==> config.mk <==
export PLATFORM = sky130hd
export DESIGN_NAME = packet_header_field_extractor_top_flat
export DESIGN_NICKNAME = d
export VERILOG_FILES = /design/src/rtl/phfe_pkg.sv /design/src/rtl/phfe_if.sv /design/src/rtl/phfe_front.sv /design/src/rtl/phfe_queue.sv /design/src/rtl/phfe_back.sv /design/src/rtl/packet_header_field_extractor_top.sv /design/src/flat_wrapper.sv
export SDC_FILE = /design/constraint.sdc
export NUM_CORES = 2
export LEC_CHECK = 0
export BUFFER_PORTS_ARGS = -buffer_cell sky130_fd_sc_hd__clkbuf_2
export CAP_MARGIN = 10
export CORE_ASPECT_RATIO = 1.75
export CORE_MARGIN = 4
export CORE_UTILIZATION = 35
export DETAILED_ROUTE_END_ITERATION = 8
export HOLD_SLACK_MARGIN = 0.08
export PLACE_DENSITY_LB_ADDON = 0.2
export SLEW_MARGIN = 0
export SYNTH_ARGS = -nofsm -noshare
export SYNTH_HDL_FRONTEND = slang
export SYNTH_SLANG_ARGS = --single-unit
==> constraint.sdc <==
create_clock -name i_clk -period 37.2 [get_ports i_clk]
set_clock_uncertainty 0.2 [all_clocks]
set_input_delay 5.58 -clock i_clk [delete_from_list [all_inputs] [get_ports i_clk]]
set_output_delay 5.58 -clock i_clk [all_outputs]
set_load 0.01 [all_outputs]
==> src/rtl/phfe_pkg.sv <==
`timescale 1ns / 1ps
// ----------------------------------------------------------------------------
// phfe_pkg
// Types and constants shared by the packet header field extractor.
// ----------------------------------------------------------------------------
package phfe_pkg;

    localparam int MAX_PACKET_BYTES_DEF = 65535;
    localparam int WINDOW_BYTES_DEF     = 128;
    localparam int LEN_W                = 16;
    localparam int L2_BYTES             = 18;
    localparam int L3_BYTES             = 40;
    localparam int L4_BYTES             = 4;
    localparam int NUM_CODES            = 23;

    localparam logic [15:0] ETH_VLAN = 16'h8100;
    localparam logic [15:0] ETH_IPV4 = 16'h0800;
    localparam logic [15:0] ETH_ARP  = 16'h0806;
    localparam logic [15:0] ETH_IPV6 = 16'h86dd;
    localparam logic [7:0]  PROTO_TCP  = 8'h06;
    localparam logic [7:0]  PROTO_UDP  = 8'h11;
    localparam logic [7:0]  PROTO_ICMP = 8'h01;

    localparam logic [4:0] C_NONE      = 5'd0;
    localparam logic [4:0] C_ETH_DST   = 5'd1;
    localparam logic [4:0] C_ETH_SRC   = 5'd2;
    localparam logic [4:0] C_ETH_TYPE  = 5'd3;
    localparam logic [4:0] C_VID       = 5'd4;
    localparam logic [4:0] C_PROTO     = 5'd5;
    localparam logic [4:0] C_V4_SRC    = 5'd6;
    localparam logic [4:0] C_V4_DST    = 5'd7;
    localparam logic [4:0] C_V6_SRC_HI = 5'd8;
    localparam logic [4:0] C_V6_SRC_LO = 5'd9;
    localparam logic [4:0] C_V6_DST_HI = 5'd10;
    localparam logic [4:0] C_V6_DST_LO = 5'd11;
    localparam logic [4:0] C_ARP_OP    = 5'd12;
    localparam logic [4:0] C_ARP_SHA   = 5'd13;
    localparam logic [4:0] C_ARP_THA   = 5'd14;
    localparam logic [4:0] C_ARP_SPA   = 5'd15;
    localparam logic [4:0] C_ARP_TPA   = 5'd16;
    localparam logic [4:0] C_TCP_SRC   = 5'd17;
    localparam logic [4:0] C_TCP_DST   = 5'd18;
    localparam logic [4:0] C_UDP_SRC   = 5'd19;
    localparam logic [4:0] C_UDP_DST   = 5'd20;
    localparam logic [4:0] C_ICMP_TYPE = 5'd21;
    localparam logic [4:0] C_ICMP_CODE = 5'd22;

    typedef struct packed {
        logic [LEN_W-1:0]               len;
        logic [L2_BYTES-1:0][7:0]       l2;
        logic [L3_BYTES-1:0][7:0]       l3;
        logic [L4_BYTES-1:0][7:0]       l4;
    } t_entry;

endpackage

==> src/rtl/phfe_if.sv <==
`timescale 1ns / 1ps
// ----------------------------------------------------------------------------
// phfe_if
// Byte input channel and field output channel.
// ----------------------------------------------------------------------------
interface phfe_byte_if;
    logic       valid;
    logic       ready;
    logic [7:0] pkt_byte;
    logic       end_of_packet;

    modport source (output valid, output pkt_byte, output end_of_packet, input ready);
    modport sink   (input valid, input pkt_byte, input end_of_packet, output ready);
endinterface

interface phfe_field_if;
    logic        valid;
    logic        ready;
    logic [4:0]  field_code;
    logic [63:0] field_value;
    logic        last_field;

    modport source (output valid, output field_code, output field_value,
                    output last_field, input ready);
    modport sink   (input valid, input field_code, input field_value,
                    input last_field, output ready);
endinterface

==> src/rtl/phfe_front.sv <==
`timescale 1ns / 1ps
// ----------------------------------------------------------------------------
// phfe_front
// Count packet bytes and capture L2, L3 and L4 header bytes as they stream.
// ----------------------------------------------------------------------------
module phfe_front #(
    parameter int MAX_PACKET_BYTES = phfe_pkg::MAX_PACKET_BYTES_DEF
) (
    input  logic                i_clk,
    input  logic                i_rst_n,
    input  logic                i_valid,
    output logic                o_ready,
    input  logic [7:0]          i_pkt_byte,
    input  logic                i_end_of_packet,
    output logic                o_push,
    output phfe_pkg::t_entry    o_entry,
    input  logic                i_full
);

    localparam int CW = $clog2(MAX_PACKET_BYTES + 1);
    localparam logic [CW-1:0] CMAX = CW'(MAX_PACKET_BYTES);

    logic [CW-1:0] r_cnt, n_cnt;
    logic [phfe_pkg::L2_BYTES-1:0][7:0] r_l2, n_l2;
    logic [phfe_pkg::L3_BYTES-1:0][7:0] r_l3, n_l3;
    logic [phfe_pkg::L4_BYTES-1:0][7:0] r_l4, n_l4;

    logic          acc;
    logic          vlan;
    logic [15:0]   l3_type;
    logic [CW-1:0] l3_off, l4_off, d3, d4;
    logic [CW-1:0] len;

    assign o_ready = !i_full;
    assign acc     = i_valid && !i_full;
    assign vlan    = {r_l2[12], r_l2[13]} == phfe_pkg::ETH_VLAN;
    assign l3_type = vlan ? {r_l2[16], r_l2[17]} : {r_l2[12], r_l2[13]};
    assign l3_off  = vlan ? CW'(18) : CW'(14);
    assign l4_off  = l3_off + ((l3_type == phfe_pkg::ETH_IPV6) ? CW'(40)
                                : CW'({r_l3[0][3:0], 2'b00}));
    assign d3      = r_cnt - l3_off;
    assign d4      = r_cnt - l4_off;
    assign len     = (r_cnt < CMAX) ? r_cnt + CW'(1) : r_cnt;

    always_comb begin
        n_l2  = r_l2;
        n_l3  = r_l3;
        n_l4  = r_l4;
        n_cnt = r_cnt;
        if (acc) begin
            if (r_cnt < CW'(phfe_pkg::L2_BYTES)) begin
                n_l2[r_cnt[4:0]] = i_pkt_byte;
            end
            if (r_cnt >= CW'(14) && r_cnt >= l3_off && d3 < CW'(phfe_pkg::L3_BYTES)) begin
                n_l3[d3[5:0]] = i_pkt_byte;
            end
            if (r_cnt > CW'(14) && r_cnt > l3_off && r_cnt >= l4_off
                    && d4 < CW'(phfe_pkg::L4_BYTES)) begin
                n_l4[d4[1:0]] = i_pkt_byte;
            end
            n_cnt = i_end_of_packet ? '0 : len;
        end
    end

    assign o_push        = acc && i_end_of_packet;
    assign o_entry.len   = phfe_pkg::LEN_W'(len);
    assign o_entry.l2    = n_l2;
    assign o_entry.l3    = n_l3;
    assign o_entry.l4    = n_l4;

    always_ff @(posedge i_clk) begin
        if (!i_rst_n) begin
            r_cnt <= '0;
        end else begin
            r_cnt <= n_cnt;
        end
        r_l2 <= n_l2;
        r_l3 <= n_l3;
        r_l4 <= n_l4;
    end

endmodule

==> src/rtl/phfe_queue.sv <==
`timescale 1ns / 1ps
// ----------------------------------------------------------------------------
// phfe_queue
// Two-entry queue of captured packet headers between front and back.
// ----------------------------------------------------------------------------
module phfe_queue (
    input  logic             i_clk,
    input  logic             i_rst_n,
    input  logic             i_push,
    input  phfe_pkg::t_entry i_entry,
    output logic             o_full,
    output logic             o_valid,
    input  logic             i_pop,
    output phfe_pkg::t_entry o_entry
);

    phfe_pkg::t_entry r_mem [2];
    logic       r_wp, r_rp;
    logic [1:0] r_cnt;

    assign o_full  = r_cnt == 2'd2;
    assign o_valid = r_cnt != 2'd0;
    assign o_entry = r_mem[r_rp];

    always_ff @(posedge i_clk) begin
        if (!i_rst_n) begin
            r_wp  <= 1'b0;
            r_rp  <= 1'b0;
            r_cnt <= 2'd0;
        end else begin
            if (i_push) begin
                r_wp <= !r_wp;
            end
            if (i_pop) begin
                r_rp <= !r_rp;
            end
            r_cnt <= r_cnt + 2'(i_push) - 2'(i_pop);
        end
        if (i_push) begin
            r_mem[r_wp] <= i_entry;
        end
    end

endmodule

==> src/rtl/phfe_back.sv <==
`timescale 1ns / 1ps
// ----------------------------------------------------------------------------
// phfe_back
// Decode a captured header into a field mask and emit one field per cycle unless the output stalls.
// ----------------------------------------------------------------------------
module phfe_back (
    input  logic             i_clk,
    input  logic             i_rst_n,
    input  logic             i_valid,
    output logic             o_pop,
    input  phfe_pkg::t_entry i_entry,
    phfe_field_if.source     o_fld
);

    localparam int NC = phfe_pkg::NUM_CODES;

    phfe_pkg::t_entry r_ent;
    logic [NC-1:0] r_mask, d_mask, rest;
    logic          r_busy, r_v4, d_v4;
    logic          r_ov, r_last;
    logic [4:0]    r_code, sel;
    logic [63:0]   r_val, val;
    logic          adv, last;

    logic          vlan, l2ok, is4, isa, is6, l4on;
    logic [15:0]   l3_type, len, rem, rem4;
    logic [5:0]    hl;
    logic [7:0]    proto;

    always_comb begin
        len     = i_entry.len;
        vlan    = {i_entry.l2[12], i_entry.l2[13]} == phfe_pkg::ETH_VLAN;
        l2ok    = vlan ? (len >= 16'd18) : (len >= 16'd14);
        l3_type = vlan ? {i_entry.l2[16], i_entry.l2[17]} : {i_entry.l2[12], i_entry.l2[13]};
        rem     = len - (vlan ? 16'd18 : 16'd14);
        hl      = {i_entry.l3[0][3:0], 2'b00};
        is4     = l2ok && l3_type == phfe_pkg::ETH_IPV4 && rem >= 16'd20;
        isa     = l2ok && l3_type == phfe_pkg::ETH_ARP && rem >= 16'd28
                  && {i_entry.l3[0], i_entry.l3[1]} == 16'h0001
                  && {i_entry.l3[2], i_entry.l3[3]} == phfe_pkg::ETH_IPV4
                  && i_entry.l3[4] == 8'd6 && i_entry.l3[5] == 8'd4;
        is6     = l2ok && l3_type == phfe_pkg::ETH_IPV6 && rem >= 16'd40;
        l4on    = (is4 && hl >= 6'd20 && rem > 16'(hl)) || (is6 && rem > 16'd40);
        rem4    = rem - (is6 ? 16'd40 : 16'(hl));
        proto   = is6 ? i_entry.l3[6] : i_entry.l3[9];
        d_v4    = is4;
        d_mask  = '0;
        d_mask[phfe_pkg::C_ETH_DST]   = l2ok;
        d_mask[phfe_pkg::C_ETH_SRC]   = l2ok;
        d_mask[phfe_pkg::C_ETH_TYPE]  = l2ok;
        d_mask[phfe_pkg::C_VID]       = l2ok && vlan;
        d_mask[phfe_pkg::C_PROTO]     = is4 || is6;
        d_mask[phfe_pkg::C_V4_SRC]    = is4;
        d_mask[phfe_pkg::C_V4_DST]    = is4;
        d_mask[phfe_pkg::C_V6_SRC_HI] = is6;
        d_mask[phfe_pkg::C_V6_SRC_LO] = is6;
        d_mask[phfe_pkg::C_V6_DST_HI] = is6;
        d_mask[phfe_pkg::C_V6_DST_LO] = is6;
        d_mask[phfe_pkg::C_ARP_OP]    = isa;
        d_mask[phfe_pkg::C_ARP_SHA]   = isa;
        d_mask[phfe_pkg::C_ARP_THA]   = isa;
        d_mask[phfe_pkg::C_ARP_SPA]   = isa;
        d_mask[phfe_pkg::C_ARP_TPA]   = isa;
        d_mask[phfe_pkg::C_TCP_SRC]   = l4on && proto == phfe_pkg::PROTO_TCP
                                        && rem4 >= 16'd20;
        d_mask[phfe_pkg::C_TCP_DST]   = d_mask[phfe_pkg::C_TCP_SRC];
        d_mask[phfe_pkg::C_UDP_SRC]   = l4on && proto == phfe_pkg::PROTO_UDP
                                        && rem4 >= 16'd8;
        d_mask[phfe_pkg::C_UDP_DST]   = d_mask[phfe_pkg::C_UDP_SRC];
        d_mask[phfe_pkg::C_ICMP_TYPE] = l4on && proto == phfe_pkg::PROTO_ICMP
                                        && rem4 >= 16'd4;
        d_mask[phfe_pkg::C_ICMP_CODE] = d_mask[phfe_pkg::C_ICMP_TYPE];
        d_mask[phfe_pkg::C_NONE]      = !l2ok;
    end

    always_comb begin
        sel = phfe_pkg::C_NONE;
        for (int k = NC - 1; k >= 0; k--) begin
            if (r_mask[k]) begin
                sel = 5'(k);
            end
        end
        rest = r_mask & ~(NC'(1) << sel);
        last = rest == '0;
    end

    always_comb begin
        case (sel)
            phfe_pkg::C_ETH_DST: begin
                val = 64'({r_ent.l2[0], r_ent.l2[1], r_ent.l2[2],
                           r_ent.l2[3], r_ent.l2[4], r_ent.l2[5]});
            end
            phfe_pkg::C_ETH_SRC: begin
                val = 64'({r_ent.l2[6], r_ent.l2[7], r_ent.l2[8],
                           r_ent.l2[9], r_ent.l2[10], r_ent.l2[11]});
            end
            phfe_pkg::C_ETH_TYPE: begin
                val = ({r_ent.l2[12], r_ent.l2[13]} == phfe_pkg::ETH_VLAN)
                      ? 64'({r_ent.l2[16], r_ent.l2[17]})
                      : 64'({r_ent.l2[12], r_ent.l2[13]});
            end
            phfe_pkg::C_VID:     val = 64'({r_ent.l2[14][3:0], r_ent.l2[15]});
            phfe_pkg::C_PROTO:   val = 64'(r_v4 ? r_ent.l3[9] : r_ent.l3[6]);
            phfe_pkg::C_V4_SRC: begin
                val = 64'({r_ent.l3[12], r_ent.l3[13], r_ent.l3[14], r_ent.l3[15]});
            end
            phfe_pkg::C_V4_DST: begin
                val = 64'({r_ent.l3[16], r_ent.l3[17], r_ent.l3[18], r_ent.l3[19]});
            end
            phfe_pkg::C_V6_SRC_HI: begin
                val = {r_ent.l3[8], r_ent.l3[9], r_ent.l3[10], r_ent.l3[11],
                       r_ent.l3[12], r_ent.l3[13], r_ent.l3[14], r_ent.l3[15]};
            end
            phfe_pkg::C_V6_SRC_LO: begin
                val = {r_ent.l3[16], r_ent.l3[17], r_ent.l3[18], r_ent.l3[19],
                       r_ent.l3[20], r_ent.l3[21], r_ent.l3[22], r_ent.l3[23]};
            end
            phfe_pkg::C_V6_DST_HI: begin
                val = {r_ent.l3[24], r_ent.l3[25], r_ent.l3[26], r_ent.l3[27],
                       r_ent.l3[28], r_ent.l3[29], r_ent.l3[30], r_ent.l3[31]};
            end
            phfe_pkg::C_V6_DST_LO: begin
                val = {r_ent.l3[32], r_ent.l3[33], r_ent.l3[34], r_ent.l3[35],
                       r_ent.l3[36], r_ent.l3[37], r_ent.l3[38], r_ent.l3[39]};
            end
            phfe_pkg::C_ARP_OP:  val = 64'({r_ent.l3[6], r_ent.l3[7]});
            phfe_pkg::C_ARP_SHA: begin
                val = 64'({r_ent.l3[8], r_ent.l3[9], r_ent.l3[10],
                           r_ent.l3[11], r_ent.l3[12], r_ent.l3[13]});
            end
            phfe_pkg::C_ARP_THA: begin
                val = 64'({r_ent.l3[18], r_ent.l3[19], r_ent.l3[20],
                           r_ent.l3[21], r_ent.l3[22], r_ent.l3[23]});
            end
            phfe_pkg::C_ARP_SPA: begin
                val = 64'({r_ent.l3[14], r_ent.l3[15], r_ent.l3[16], r_ent.l3[17]});
            end
            phfe_pkg::C_ARP_TPA: begin
                val = 64'({r_ent.l3[24], r_ent.l3[25], r_ent.l3[26], r_ent.l3[27]});
            end
            phfe_pkg::C_TCP_SRC, phfe_pkg::C_UDP_SRC: begin
                val = 64'({r_ent.l4[0], r_ent.l4[1]});
            end
            phfe_pkg::C_TCP_DST, phfe_pkg::C_UDP_DST: begin
                val = 64'({r_ent.l4[2], r_ent.l4[3]});
            end
            phfe_pkg::C_ICMP_TYPE: val = 64'(r_ent.l4[0]);
            phfe_pkg::C_ICMP_CODE: val = 64'(r_ent.l4[1]);
            default:     val = '0;
        endcase
    end

    assign adv   = r_busy && (!r_ov || o_fld.ready);
    assign o_pop = i_valid && (!r_busy || (adv && last));

    assign o_fld.valid       = r_ov;
    assign o_fld.field_code  = r_code;
    assign o_fld.field_value = r_val;
    assign o_fld.last_field  = r_last;

    always_ff @(posedge i_clk) begin
        if (!i_rst_n) begin
            r_busy <= 1'b0;
            r_ov   <= 1'b0;
        end else begin
            if (o_pop) begin
                r_busy <= 1'b1;
            end else if (adv && last) begin
                r_busy <= 1'b0;
            end
            if (adv) begin
                r_ov <= 1'b1;
            end else if (o_fld.ready) begin
                r_ov <= 1'b0;
            end
        end
        if (o_pop) begin
            r_ent  <= i_entry;
            r_mask <= d_mask;
            r_v4   <= d_v4;
        end else if (adv) begin
            r_mask <= rest;
        end
        if (adv) begin
            r_code <= sel;
            r_val  <= val;
            r_last <= last;
        end
    end

endmodule

==> src/rtl/packet_header_field_extractor_top.sv <==
`timescale 1ns / 1ps
// ----------------------------------------------------------------------------
// packet_header_field_extractor_top
// Parse Ethernet/VLAN, IPv4/ARP/IPv6 and TCP/UDP/ICMP headers of a byte
// stream and emit the match fields of each packet.
//
// Channel  Dir  Payload                                   Handshake
// i_pkt    in   pkt_byte[7:0], end_of_packet              valid/ready
// o_fld    out  field_code[4:0], field_value[63:0],       valid/ready
//               last_field
//
// One byte per cycle is accepted while the queue is not full; the front captures header bytes in
// flight and hands each packet to a two-entry queue at its last byte.
// The back emits one field per cycle unless the output stalls, 1 to 11 fields per packet.
// Reset is synchronous, active low; no clearing pass is needed.
// Input stalls only while the queue is full; output stalls hold the
// output register.
// ----------------------------------------------------------------------------
module packet_header_field_extractor_top #(
    parameter int MAX_PACKET_BYTES = phfe_pkg::MAX_PACKET_BYTES_DEF
) (
    input  logic         i_clk,
    input  logic         i_rst_n,
    phfe_byte_if.sink    i_pkt,
    phfe_field_if.source o_fld
);

    phfe_pkg::t_entry push_entry, head_entry;
    logic push, full, head_valid, pop;

    phfe_front #(
        .MAX_PACKET_BYTES (MAX_PACKET_BYTES)
    ) u_front (
        .i_clk           (i_clk),
        .i_rst_n         (i_rst_n),
        .i_valid         (i_pkt.valid),
        .o_ready         (i_pkt.ready),
        .i_pkt_byte      (i_pkt.pkt_byte),
        .i_end_of_packet (i_pkt.end_of_packet),
        .o_push          (push),
        .o_entry         (push_entry),
        .i_full          (full)
    );

    phfe_queue u_queue (
        .i_clk   (i_clk),
        .i_rst_n (i_rst_n),
        .i_push  (push),
        .i_entry (push_entry),
        .o_full  (full),
        .o_valid (head_valid),
        .i_pop   (pop),
        .o_entry (head_entry)
    );

    phfe_back u_back (
        .i_clk   (i_clk),
        .i_rst_n (i_rst_n),
        .i_valid (head_valid),
        .o_pop   (pop),
        .i_entry (head_entry),
        .o_fld   (o_fld)
    );

endmodule

==> src/flat_wrapper.sv <==
// flat-port wrapper written by rule: the top's interface ports become plain ports
module packet_header_field_extractor_top_flat 
#(
    parameter int MAX_PACKET_BYTES = phfe_pkg::MAX_PACKET_BYTES_DEF
)
  (i_clk, i_rst_n, i_pkt_valid, i_pkt_pkt_byte, i_pkt_end_of_packet, i_pkt_ready, o_fld_valid, o_fld_field_code, o_fld_field_value, o_fld_last_field, o_fld_ready);
  phfe_byte_if i_pkt_i ();
  phfe_field_if o_fld_i ();
  input  logic i_clk;
  input  logic i_rst_n;
  input wire logic [$bits(i_pkt_i.valid)-1:0] i_pkt_valid;
  input wire logic [$bits(i_pkt_i.pkt_byte)-1:0] i_pkt_pkt_byte;
  input wire logic [$bits(i_pkt_i.end_of_packet)-1:0] i_pkt_end_of_packet;
  output wire logic [$bits(i_pkt_i.ready)-1:0] i_pkt_ready;
  output wire logic [$bits(o_fld_i.valid)-1:0] o_fld_valid;
  output wire logic [$bits(o_fld_i.field_code)-1:0] o_fld_field_code;
  output wire logic [$bits(o_fld_i.field_value)-1:0] o_fld_field_value;
  output wire logic [$bits(o_fld_i.last_field)-1:0] o_fld_last_field;
  input wire logic [$bits(o_fld_i.ready)-1:0] o_fld_ready;
  assign i_pkt_i.valid = i_pkt_valid;
  assign i_pkt_i.pkt_byte = i_pkt_pkt_byte;
  assign i_pkt_i.end_of_packet = i_pkt_end_of_packet;
  assign i_pkt_ready = i_pkt_i.ready;
  assign o_fld_valid = o_fld_i.valid;
  assign o_fld_field_code = o_fld_i.field_code;
  assign o_fld_field_value = o_fld_i.field_value;
  assign o_fld_last_field = o_fld_i.last_field;
  assign o_fld_i.ready = o_fld_ready;
  packet_header_field_extractor_top #(.MAX_PACKET_BYTES(MAX_PACKET_BYTES)) u_core (.i_clk(i_clk), .i_rst_n(i_rst_n), .i_pkt(i_pkt_i), .o_fld(o_fld_i));
endmodule
# --- Word level (Yosys, flattened, before mapping) ---
# Memories as Yosys holds them, arrays and structs flattened. A register that Yosys moved wholly into a read port is not among the register bits.
# Index checks and enable logic that the tools add are counted.
word_totals:
  out_inout_bits: 72
  ram_bits: 1024
  memories: 1
  word_cells: 315
  ff_bits: 1056
  in_bits: 13
memory_table:
  columns: ["memory", "words", "word_bits", "read_ports", "rd_ports_with_merged_regs", "write_ports", "line", "source"]
  rows:
  - ["u_core.u_queue.r_mem", 2, 512, 1, 1, 1, "phfe_queue.sv:17", "phfe_pkg::t_entry r_mem [2];"]
op_classes:
  n_shift: 1
  n_eq_ne: 37
  bitwise: 2
  order_cmp: 26
  reduce_logical: 50
  n_addsub: 8
  n_mux: 61
op_table:
  columns: ["operator", "count"]
  rows:
  - ["$pmux W64 S20", 1]
  - ["$mux W320", 2]
  - ["$bwmux W320", 1]
  - ["$mux W144", 2]
  - ["$bwmux W144", 1]
  - ["$mux W5", 25]
  - ["$eq A16 B16 Y1 const B", 5]
  - ["$mux W16", 5]
  - ["$ge A16 B5 Y1 const B", 4]
  - ["$mux W32", 2]
  - ["$demux W8 S6", 1]
  - ["$eq A16 B12 Y1 const B", 3]
  - ["$ge A16 B4 Y1 const B", 3]
  - ["$mux W23", 2]
  - ["$demux W8 S5", 1]
  - ["$eq A5 B4 Y1 const B", 8]
  - ["$mux W8", 5]
  - ["$eq A5 B5 Y1 const B", 7]
  - ["$logic_and A1 B1 Y1", 33]
  - ["$bwmux W32", 1]
  - ["$sub A16 B5 Y16", 2]
  - ["$eq A8 B3 Y1 const B", 3]
  - ["$and A23 B23 Y23", 1]
  - ["$logic_not A23 Y1", 1]
  - ["other kinds (41)", 66]

# --- Longest topological paths before layout ---
depth:
  depth_word: 32
  depth_mapped: 30
  mapped_depth_nobuf: 27

# --- Cells and area by module ---
# A second synthesis with hierarchy kept.
unflattened:
  hier_cells: 4592
  area_unflattened_um2: 78474.0
modules_own_cells:
  columns: ["module", "area_each_um2", "n_inst", "seq_area_each_um2", "cells_per_inst"]
  rows:
  - ["phfe_queue", 37385.9, 1, 30849.6, 1614]
  - ["phfe_back", 22048.6, 1, 16195.5, 1476]
  - ["phfe_front", 19039.5, 1, 10249.8, 1502]

# --- Worst setup path after synthesis ---
# OpenSTA, ideal clock, no wires.
synth_timing:
  path_kind: "input port to flip-flop"
  startpoint: "input port i_pkt_valid"
  endpoint: "register u_core.u_queue.r_wp"
  n_path_buf: 2
  required_time_ps: 36842
  path_stages: 6
  setup_time_ps: 158
  arrival_ps: 28690
  slack_ps: 8152
  path_cell_list: "and2_0 > clkbuf_1 > clkbuf_1 > nand2_1 > nor2_1 > o21a_1"
synth_between:
  elab_chain_len: 2
synth_rtl:
  columns: ["item", "line", "source"]
  rows:
  - ["start, declared", "flat_wrapper.sv:11", "input wire logic [$bits(i_pkt_i.valid)-1:0] i_pkt_valid;"]
  - ["$logic_and A1 B1 Y1", "phfe_front.sv:35", "assign acc = i_valid && !i_full;"]
  - ["$logic_and A1 B1 Y1", "phfe_front.sv:65", "assign o_push = acc && i_end_of_packet;"]
  - ["end signal, assigned", "phfe_queue.sv:32", "r_wp <= !r_wp;"]
  - ["end, declared", "phfe_queue.sv:18", "logic r_wp, r_rp;"]
# Every way passes these cells.
# A chain may end at the register's enable or synchronous reset.

# --- Worst setup path in the final report ---
layout_timing:
  startpoint: "input port o_fld_ready"
  endpoint: "register u_core.u_back.r_ent[378] in the netlist's numbering (enable)"
layout_between:
  elab_chain_len: 5
layout_rtl:
  columns: ["item", "line", "source"]
  rows:
  - ["start, declared", "flat_wrapper.sv:19", "input wire logic [$bits(o_fld_i.ready)-1:0] o_fld_ready;"]
  - ["$logic_or A1 B1 Y1", "phfe_back.sv:153", "assign adv = r_busy && (!r_ov || o_fld.ready);"]
  - ["$logic_and A1 B1 Y1", "phfe_back.sv:153", null]
  - ["$logic_and A1 B1 Y1", "phfe_back.sv:154", "assign o_pop = i_valid && (!r_busy || (adv && last));"]
  - ["$logic_or A1 B1 Y1", "phfe_back.sv:154", null]
  - ["$logic_and A1 B1 Y1", "phfe_back.sv:154", null]
  - ["end signal, assigned", "phfe_back.sv:178", "r_ent <= i_entry;"]
  - ["end, declared", "phfe_back.sv:17", "phfe_pkg::t_entry r_ent;"]
# Every way passes these cells.

==> run metrics <==
status complete, no violations; reg-to-reg setup timing slack 28,030 ps; PostCTS Resize Cnt 0; Peak VDD IR 0.04792 mV; pin count of the biggest net entering global routing 127; total global routing overflow 0; CP max stage delay 800 ps; Final Max Slew Viols 0; CP Depth 10; hold buffer count at CTS 0; share of cells above drive strength 1 29.98%; dominant synthesized flop cell edfxtp_1; postcts setup bufs 0; Iter 0 DRT Violations 3,350; CP Buf/Inv Count 6; Die W 362.7 microns; GRT Total Usage 19.23%; Worst path top cell family by delay buffers and inverters; Routed WL 224,400 microns; Final min period 10,460 ps; Netlist Area Pre-Place 77,050 sq um; FFs w/ async S/R, synth 0%; Worst setup SP type input pin; count of clock tree sinks 2,069; CTS Root Cell clkbuf_16; global-route wire length before repair 313,900 microns; CP cell instances clkbuf_2 -> nor2b_1 -> nor2_1 -> nand4_1 -> o41ai_4 -> buf_4 -> buf_4 -> buf_4 -> buf_4 -> buf_4; PortBufs 84; reg2reg end u_core.u_back.r_mask[20]; DP HPWL 145,100 microns; area of the multi-input gates 19,230 sq um; Setup TNS 0 ps; hold crit path type reg2reg; sequential share of the synthesized area 73.94%; I/O pin count 85; P_leak 30.08 nW; clock buffer count from CTS 195; First-pass DRT Iterations 6; Syn Nets 4,607; final setup violating endpoints 0; Vias per Instance 5.272; Slew @ Worst Pin 1176 ps; RSZ-0062 raised after global routing false; Slew HR 21.59%; Tot Pwr 6.346 mW; Worst setup endpoint u_core.u_back.r_ent[378]; DR DRC count 0; MaxCap Viol Count 0; Syn Inst Count 4,561; die area 228,000 sq um; cell area power density 72.67 nW/um^2; Fillers 20,100; cell mode on critical path buf_4; Hold Path Origin u_core.u_front.r_l3[227]; post-route ant nets 0; Final period util 28.11%; via count 40,830; Wirelength per Cell 28.98 microns; routability cong. 0.8691; Worst setup startpoint o_fld_ready; initial antenna violation count 7; Hold Violations, Final 0; critical path type in2reg; Yosys reg bits 2,069; Critical Path End Type register; fin area 87,330 sq um; largest area contributor in the netlist edfxtp_1; synth warn 0; nets 4,774; Initial Util 35.23%; DP Area 81,120 sq um; Reg2Reg Depth 26; Skew-Pair Late Insertion Delay 860 ps; post-synth cell types 90; site row count 227; Core Footprint 218,700 sq um; Finished Layout Cells 7,745; Mean Syn Cell Area 16.89 sq um; CTS tree yes; largest cells by area after synthesis edfxtp_1, mux2_2, dfxtp_1; Yosys top cell area share 60.56%; clock-pin slew on the worst setup and hold paths 60 ps; highest-delay cell along the critical path buf_4; CP max FO 62; arrival time worst endpoint 10,690 ps; vias in the first global route 41,890; Req. time, crit path 37,440 ps; clk buf depth 4; placed insts 7,392; Die H 628.7 microns; Post-synth EDFFs 1,554; Max Fclk 95.65 MHz; CTS H-Tree Depth 4; Layout area overhead 13.34%; Reg area 56,980 sq um
## synthesized netlist by cell type, drive strengths merged, types with 47 or more instances
cell and n:
edfxtp 1554, mux2 944, dfxtp 515, nand2 189, clkbuf 180, nor2 104
a21oi 98, nand3 84, a22oi 72, nand4 62, a22o 53, nor3 53
o21ai 48, mux2i 47
## worst min-delay path by stage
stage | endpoint | depth (start not counted) | slack (ps)
after floorplan | u_core.u_front.r_l3[10] | 1 | 260
after global placement | u_core.u_front.r_l3[103] | 1 | 260
after detailed placement | u_core.u_front.r_l3[17] | 1 | 270
after CTS | u_core.u_back.r_ent[223] | 1 | 280
after global routing | u_core.u_back.r_ent[399] | 1 | 300
final | u_core.u_front.r_l3[227] | 1 | 280
## where the power goes
part           total (mW)  leakage (nW)  internal, mW  switching [mW]
sequential           3.23          18.6          2.98           0.252
clock                1.96          3.03          1.11           0.848
combinational        1.15          8.44         0.343           0.810
## metrics by stage
| stage | util [%] | hold WS (ps) | setup WS (ps) |
|---|---|---|---|
| after floorplan | - | 257.4 | 8152 |
| after global placement | 37.09 | 261.7 | 25840 |
| after detailed placement | 37.09 | 268.3 | 25770 |
| after CTS | 39.92 | 282.8 | 26680 |
| after global routing | 39.93 | 297.2 | 26390 |
| final | 39.93 | 282.7 | 26740 |
## worst reg2reg max path, delay by kind of cell (launching register included)
family / cells / cell delay (ps)
flops: 1 / 640
simple gates: 9 / 2190
compound gates: 8 / 2380
xor+xnor: 1 / 550
buf+inv: 4 / 1500
mux: 1 / 450
fa+ha+maj: 3 / 990
## final cells by class
class	count	area share, %
repair buffers	179	1.344
multi-input cells	2237	22.02
diodes	3	0.008596
clock buffers	286	6.409
flip-flops and latches	2069	65.25
clock inverters	63	0.6748
well taps	2862	4.101
inverters	46	0.1977
## registers in the layout, summed over array words and instances, names as in the netlist, named ones only
register,flops
u_core.u_back.o_fld.field_code,5
u_core.u_queue.r_cnt,2
u_core.u_queue.r_mem,1016
u_core.u_queue.r_wp,1
u_core.u_front.r_l3,320
u_core.u_front.r_l2,140
u_core.u_queue.r_rp,1
u_core.u_back.r_v4,1
u_core.u_back.o_fld.valid,1
u_core.u_back.o_fld.field_value,64
u_core.u_back.r_ent,444
u_core.u_front.r_cnt,16
u_core.u_back.o_fld.last_field,1
u_core.u_front.r_l4,32
u_core.u_back.r_busy,1
u_core.u_back.r_mask,23
## cells by family (layout without fill, tap and decap cells)
kind of cell / Yosys count / count (layout) / share of synthesized area, %
adder cells (fa/ha/maj): 33 / 33 / 0.5749
other: 0 / 3 / 0
buffers and inverters: 255 / 574 / 1.296
AND/OR/NAND/NOR: 707 / 707 / 4.875
flip-flops: 2069 / 2069 / 73.94
AO/OA/AOI/OAI: 474 / 474 / 4.529
XOR/XNOR: 32 / 32 / 0.3637
multiplexers: 991 / 991 / 14.42
## per-layer routing
metal	routed length, microns	track usage (%)	part of all wire (%)
met2	118000	35.15	53
met3	9161	2.383	4.1
met5	12	0	0.0053
met4	10330	8.074	4.6
met1	86980	22.66	39
## cell usage in the layout (no fill, tap or decap), types with 12 or more instances in the layout
cell / count
buf_4: 100
mux2i_1: 46
and3_1: 31
nor3_1: 44
nand2_1: 188
nor4b_1: 16
nand4_1: 60
inv_1: 45
clkinv_2: 26
clkbuf_16: 199
clkbuf_8: 29
ha_1: 29
nor2_1: 94
nand3_1: 83
clkbuf_2: 76
and2_1: 22
nor4_1: 35
xnor2_1: 21
clkinv_1: 14
a21oi_1: 96
nand2b_1: 12
dfxtp_1: 514
mux2_2: 943
a22oi_1: 72
nor2b_1: 25
o21ai_0: 47
edfxtp_1: 1554
o22ai_1: 12
a211oi_1: 25
a222oi_1: 14
clkbuf_1: 58
a221oi_1: 40
a22o_1: 53
No activity file was read; power rests on OpenSTA's default activity.
